File: config.mk
export PLATFORM = sky130hd
export DESIGN_NAME = sptu_div_stage
export DESIGN_NICKNAME = d
export VERILOG_FILES = /design/src/rtl/stereo_point_triangulation_unit_defines.svh /design/src/rtl/sptu_pkg.sv /design/src/rtl/sptu_div_stage.sv
export SDC_FILE = /design/constraint.sdc
export NUM_CORES = 1
export LEC_CHECK = 0
export ABC_CLOCK_PERIOD_IN_PS = 16800
export BUFFER_PORTS_ARGS = -buffer_cell sky130_fd_sc_hd__buf_2
export CAP_MARGIN = 30
export CORE_ASPECT_RATIO = 1.1
export CORE_MARGIN = 2
export CORE_UTILIZATION = 46
export CTS_CLUSTER_DIAMETER = 150
export DETAILED_ROUTE_END_ITERATION = 16
export PLACE_DENSITY_LB_ADDON = 0.05
export SLEW_MARGIN = 15
export SYNTH_ARGS = -nofsm -noshare
export SYNTH_HDL_FRONTEND = slang
export SYNTH_SLANG_ARGS = --single-unit
File: constraint.sdc
create_clock -name i_clk -period 16.8 [get_ports i_clk]
set_clock_uncertainty 0.2 [all_clocks]
set_input_delay 0.84 -clock i_clk [delete_from_list [all_inputs] [get_ports i_clk]]
set_output_delay 0.84 -clock i_clk [all_outputs]
set_load 0.01 [all_outputs]
File: src/rtl/stereo_point_triangulation_unit_defines.svh
// ----------------------------------------------------------------------------
// Stereo point triangulation unit assertion macros
// Shared concurrent assertion helpers for the RTL files.
// ----------------------------------------------------------------------------
`ifndef STEREO_POINT_TRIANGULATION_UNIT_DEFINES_SVH
`define STEREO_POINT_TRIANGULATION_UNIT_DEFINES_SVH
`ifndef ASSERT_OFF
`define ASSERT_IMPLY(lbl, clk, rst_n, a, c) \
    lbl: assert property (@(posedge clk) disable iff (!rst_n) (a) |-> (c)) \
        else $error("assertion failed");
`define ASSERT_NEXT(lbl, clk, rst_n, a, c) \
    lbl: assert property (@(posedge clk) disable iff (!rst_n) (a) |=> (c)) \
        else $error("assertion failed");
`else
`define ASSERT_IMPLY(lbl, clk, rst_n, a, c)
`define ASSERT_NEXT(lbl, clk, rst_n, a, c)
`endif
`endif

File: src/rtl/sptu_pkg.sv
// ----------------------------------------------------------------------------
// Stereo point triangulation package
// Shared types and constants of the triangulation pipeline.
// ----------------------------------------------------------------------------
`default_nettype none
package sptu_pkg;
    localparam int DIV_STEPS  = 4;
    localparam int DIV_STAGES = 8;

    localparam logic [2:0] CFG_PRINCIPAL_U   = 3'd0;
    localparam logic [2:0] CFG_PRINCIPAL_V   = 3'd1;
    localparam logic [2:0] CFG_FOCAL_LENGTH  = 3'd2;
    localparam logic [2:0] CFG_BASELINE_UM   = 3'd3;
    localparam logic [2:0] CFG_ROW_TOLERANCE = 3'd4;

    typedef struct packed {
        logic        neg;
        logic        ovf;
        logic [15:0] rem;
        logic [31:0] acc;
    } t_lane;

    typedef struct packed {
        logic        ok;
        logic        mis;
        logic        bad;
        logic [15:0] dis;
        t_lane       lx;
        t_lane       ly;
        t_lane       lz;
    } t_div;
endpackage
`default_nettype wire

File: src/rtl/sptu_div_stage.sv
// ----------------------------------------------------------------------------
// Triangulation divider stage
// Four restoring division steps on all three lanes, then a register.
// ----------------------------------------------------------------------------
`default_nettype none
module sptu_div_stage (
    input  wire logic          i_clk,
    input  wire logic          i_rst_n,
    input  wire logic          i_adv,
    input  wire logic          i_valid,
    input  wire sptu_pkg::t_div i_item,
    output logic               o_valid,
    output sptu_pkg::t_div     o_item
);
    logic           r_valid;
    sptu_pkg::t_div r_item;
    sptu_pkg::t_div n_item;

    function automatic sptu_pkg::t_lane div_step(sptu_pkg::t_lane l, logic [15:0] d);
        logic [16:0] t;
        logic [16:0] diff;
        sptu_pkg::t_lane r;
        t    = {l.rem, l.acc[31]};
        diff = t - {1'b0, d};
        r    = l;
        if (t >= {1'b0, d}) begin
            r.rem = diff[15:0];
            r.acc = {l.acc[30:0], 1'b1};
        end else begin
            r.rem = t[15:0];
            r.acc = {l.acc[30:0], 1'b0};
        end
        return r;
    endfunction

    always_comb begin
        n_item = i_item;
        for (int s = 0; s < sptu_pkg::DIV_STEPS; s++) begin
            n_item.lx = div_step(n_item.lx, n_item.dis);
            n_item.ly = div_step(n_item.ly, n_item.dis);
            n_item.lz = div_step(n_item.lz, n_item.dis);
        end
    end

    always_ff @(posedge i_clk) begin
        if (!i_rst_n) begin
            r_valid <= 1'b0;
        end else if (i_adv) begin
            r_valid <= i_valid;
        end
    end

    always_ff @(posedge i_clk) begin
        if (i_adv) begin
            r_item <= n_item;
        end
    end

    assign o_valid = r_valid;
    assign o_item  = r_item;
endmodule
`default_nettype wire
---- After elaboration in Yosys (flattened, before gate mapping) ----
Index checks and enable logic that the tools add are counted.
cells by class
  shifts and indexed selects .............. 0
  bitwise gates (word level) .............. 0
  $lt $le $gt $ge ......................... 12
  equality and inequality tests ........... 0
  divide/modulo/power cells ............... 0
  $add $sub $neg .......................... 12
  reductions and logical operators ........ 0
  mux-type cells .......................... 12
  multipliers ............................. 0
operator list
  operator        number
  $mux 48         12
  $ge 17x16->1    12
  $sub 16x16->16  12
word-level totals
  output and inout port bits .............. 170
  latch bits .............................. 0
  bits in writable memories ............... 0
  word-level logic and storage cells ...... 53
  bits of input ports ..................... 173
  memories ................................ 0
  bits in read-only memories .............. 0
  register bits after elaboration ......... 170

---- Longest topological paths before layout ----
  depth in word-level cells ............... 8
  depth in mapped cells ................... 51
  depth with buffers taken out ............ 46

---- Worst setup path before layout ----
No wires, ideal clock.
  path type ............................... input port to flip-flop
  start point ............................. in i_item[151] in the netlist's numbering
  end point ............................... reg r_item (netlist bit o_item[139]) (data pin)
  arrival time ............................ 10.912 ns
  path buffers ............................ 6
  cell stages on the path ................. 45
  required time ........................... 16.338 ns
  library setup time ...................... 0.262 ns
  slack ................................... 5.426 ns
  cells stage by stage .................... inv_1 ha_1 nor2b_1 o2111ai_1 a31oi_1 o221ai_1 a31oi_2 clkbuf_1 mux2_2 ha_1 nand2_1 nor2_1 and3_1 nand3_1 nand3_1 o211ai_1 o21bai_1 clkbuf_1 [... 9 more ...] buf_2 inv_2 clkbuf_1 a21oi_1 ha_1 nor2b_1 o31a_1 o31a_1 o41ai_1 nand2b_1 a21oi_1 o21a_1 o21a_1 o21a_1 a2111o_1 buf_2 buf_6 mux2_1
RTL lines
  element               RTL line              source
  start, declared       sptu_div_stage.sv:11  input wire sptu_pkg::t_div i_item,
  end signal, assigned  sptu_div_stage.sv:55  r_item <= n_item;
  end, declared         sptu_div_stage.sv:16  sptu_pkg::t_div r_item;

==> metrics.txt <==
worst skew pair latency between 400 and 500 ps; Vias per Instance about 5.7; mean area per synthesized cell ~9.7 um^2; Synth warnings 0; Critical Path RT ~17,000 ps; Sink Count 170; syn_nets 2,036; initial antenna violation count 2; top cells by area, synth edfxtp_1 (32%), ha_1 (15%), mux2_2 (5.3%), xnor2_1 (4.8%), a21oi_1 (4.0%); Total Wirelength 50.2 mm; Post-synth ARST share 0%; Via Count roughly 14,000; Worst Path Arrival 12,510 ps; largest net degree at the start of global routing ~100; # setup viols final 0; DP HPWL between 30 and 40 mm; row count slightly above 70; vias in the first global route between 10,000 and 15,000; most frequent cell after synthesis ha_1; Power, Total 0.00404 W; CP endpoint kind register; Post-CTS Hold Fix Bufs 0; Initial Util a little under half; layout cells sized above 1 ~25%; Slew headroom between 30% and 40%; Final period util 74.6%; mux cell area share after synthesis 9.43%; library cells used by synthesis 81; CTS tree done; total congestion overflow 0; outcome finished clean; Max Root-Sink Buffers 2; Tot GR Track Use ~27%; adder-cell area share of the yosys netlist between 15 and 20%; quantity of gates resized following cts 0; global-route wire length before repair about 76 mm; Synth top area share between 30% and 40%; Synth top cells by count ha_1 (192), edfxtp_1 (169), nor2_1 (132), a21oi_1 (127), inv_1 (104); Post-Synthesis Cells around 1,700; critical path's most frequent cell ha_1; Final Hold Viols 0; final setup margin 4270 ps; Util after Layout a little under three fifths; Die ar. ~0.036 mm^2; main combinational cell family by area after synthesis compound AO/OA/AOI/OAI gates; area grow syn2layout 18.6%; area leader, netlist edfxtp_1; Setup crit start kind input pin; CTS Root Cell clkbuf_16; Post-DRT Antenna Nets 0; width of the die ~180 um; FF+latch count, synth 170; Critical Path Max Stage Delay just under 700 ps; sequential area share after synthesis 31.8%; Top Ports about 340; maximum vdd drop about 0.14 mV; drt drc 0; Synth Area in Compound Gates between 10% and 20%; Pleak about 8.4 nW; RSZ-0062 raised after global routing false; Placement Setup Slack between 3000 and 4000 ps; crit-path max FO 18; P per Cell Area roughly 210 mW/mm^2; Slew @ Worst Pin approximately 920 ps; Sum Neg Setup Slack 0 ps; DRT Pass-1 Iters 7; Post-synth EDFFs 169; fmax 0.0798 GHz; drt wl/cell just over 20 um; Setup CP Type input pin to register; CTS H-tree lvls 4; Hold Path Class register to register; Post-CTS Setup Inserts 0; initial drt markers between 700 and 800; Synth Area in Simple Gates about 14%; clock-pin slew on the worst setup and hold paths 80 ps; Port Buf Inserts ~340; Placeable Area 0.0343 mm^2; fillcell total 3,206; max-cap violations 0; fin crit period between 10,000 and 15,000 ps; Mapped Area 0.0160 mm^2; gpl congestion 0.927; slowest stage cell, crit path o311a_1; XOR/XNOR share of the synthesized area 7.05%; number of buffers created by CTS 17; pins over their slew limit 0; Post-synth top flop edfxtp_1; DIE HEIGHT roughly 200 um; nets 2,396
where the power goes:
part | switching [W] | internal (W)
Sequential | 0.0000380 | 0.000678
Clock | 0.000214 | 0.000207
Combinational | 0.00156 | 0.00134
final cells by class:
| cell class | instances | area, um^2 | share of cell area [%] |
|---|---|---|---|
| multi-input combinational | 1356 | 10400 | 54.7 |
| sequential | 170 | 5090 | 26.8 |
| timing repair buffer | 364 | 1910 | 10.0 |
| tap | 438 | 548 | 2.88 |
| clock buffer | 17 | 425 | 2.24 |
| inverter | 110 | 413 | 2.17 |
| clock inverter | 15 | 214 | 1.13 |
| antenna | 1 | 2.50 | 0.0132 |
layer usage:
| layer | GRT usage (%) | up-vias | routed length (um) |
|---|---|---|---|
| met5 | 0 | - | 0 |
| met4 | 9.35 | 0 | 1480 |
| met3 | 5.32 | 73 | 3450 |
| met2 | 49.5 | 484 | 24900 |
| met1 | 31.9 | 6664 | 20300 |
| li1 | - | 6963 | - |
cells by family after synthesis:
group                    count (synthesis)
AO/OA/AOI/OAI                          441
AND/OR/NAND/NOR                        452
XOR/XNOR                               129
buffers and inverters                  133
flip-flops                             170
adder cells (fa/ha/maj)                204
multiplexers                           130
flip-flops by register name, indices dropped and copies added, names as in the netlist:
register and count:
o_item 169, o_valid 1
cell usage in the layout (no fill, tap or decap), types with 42 or more instances in the layout:
cell type,synthesis,routed
nor2_1,132,132
xor2_1,42,42
inv_1,104,104
nand2_1,90,90
edfxtp_1,169,169
mux2_2,75,75
o21ai_0,79,79
xnor2_1,87,87
buf_2,10,341
ha_1,192,192
a21oi_1,127,126
critical path: cells and delay by family:
family / cells / cell delay [ps]
and+or+nand+nor: 9 / 1420
adders and majority gates: 4 / 1340
muxes: 3 / 1210
buffers and inverters: 5 / 1320
AOI/OAI and AO/OA: 21 / 6350
final timing paths:
path              slack (ps)            startpoint               endpoint  depth (start not counted)
setup / recovery        4270           i_item[151]  o_item[137]$_DFFE_PP_                         42
hold / removal           330  o_valid$_SDFFE_PN0P_   o_valid$_SDFFE_PN0P_                          2
setup reg to reg       16000  o_valid$_SDFFE_PN0P_   o_valid$_SDFFE_PN0P_                          2
hold reg to reg          330  o_valid$_SDFFE_PN0P_   o_valid$_SDFFE_PN0P_                          2
metrics by stage:
step                      hold slack, ps  cell area [um^2]  instances
final                                330             19000       2471
after global routing                 345             19000       2471
after CTS                            327             19000       2468
after detailed placement             308             18300       2436
after global placement               304             18300       2436
after floorplan                      338             16000       1659
No activity file was read; power rests on OpenSTA's default activity.
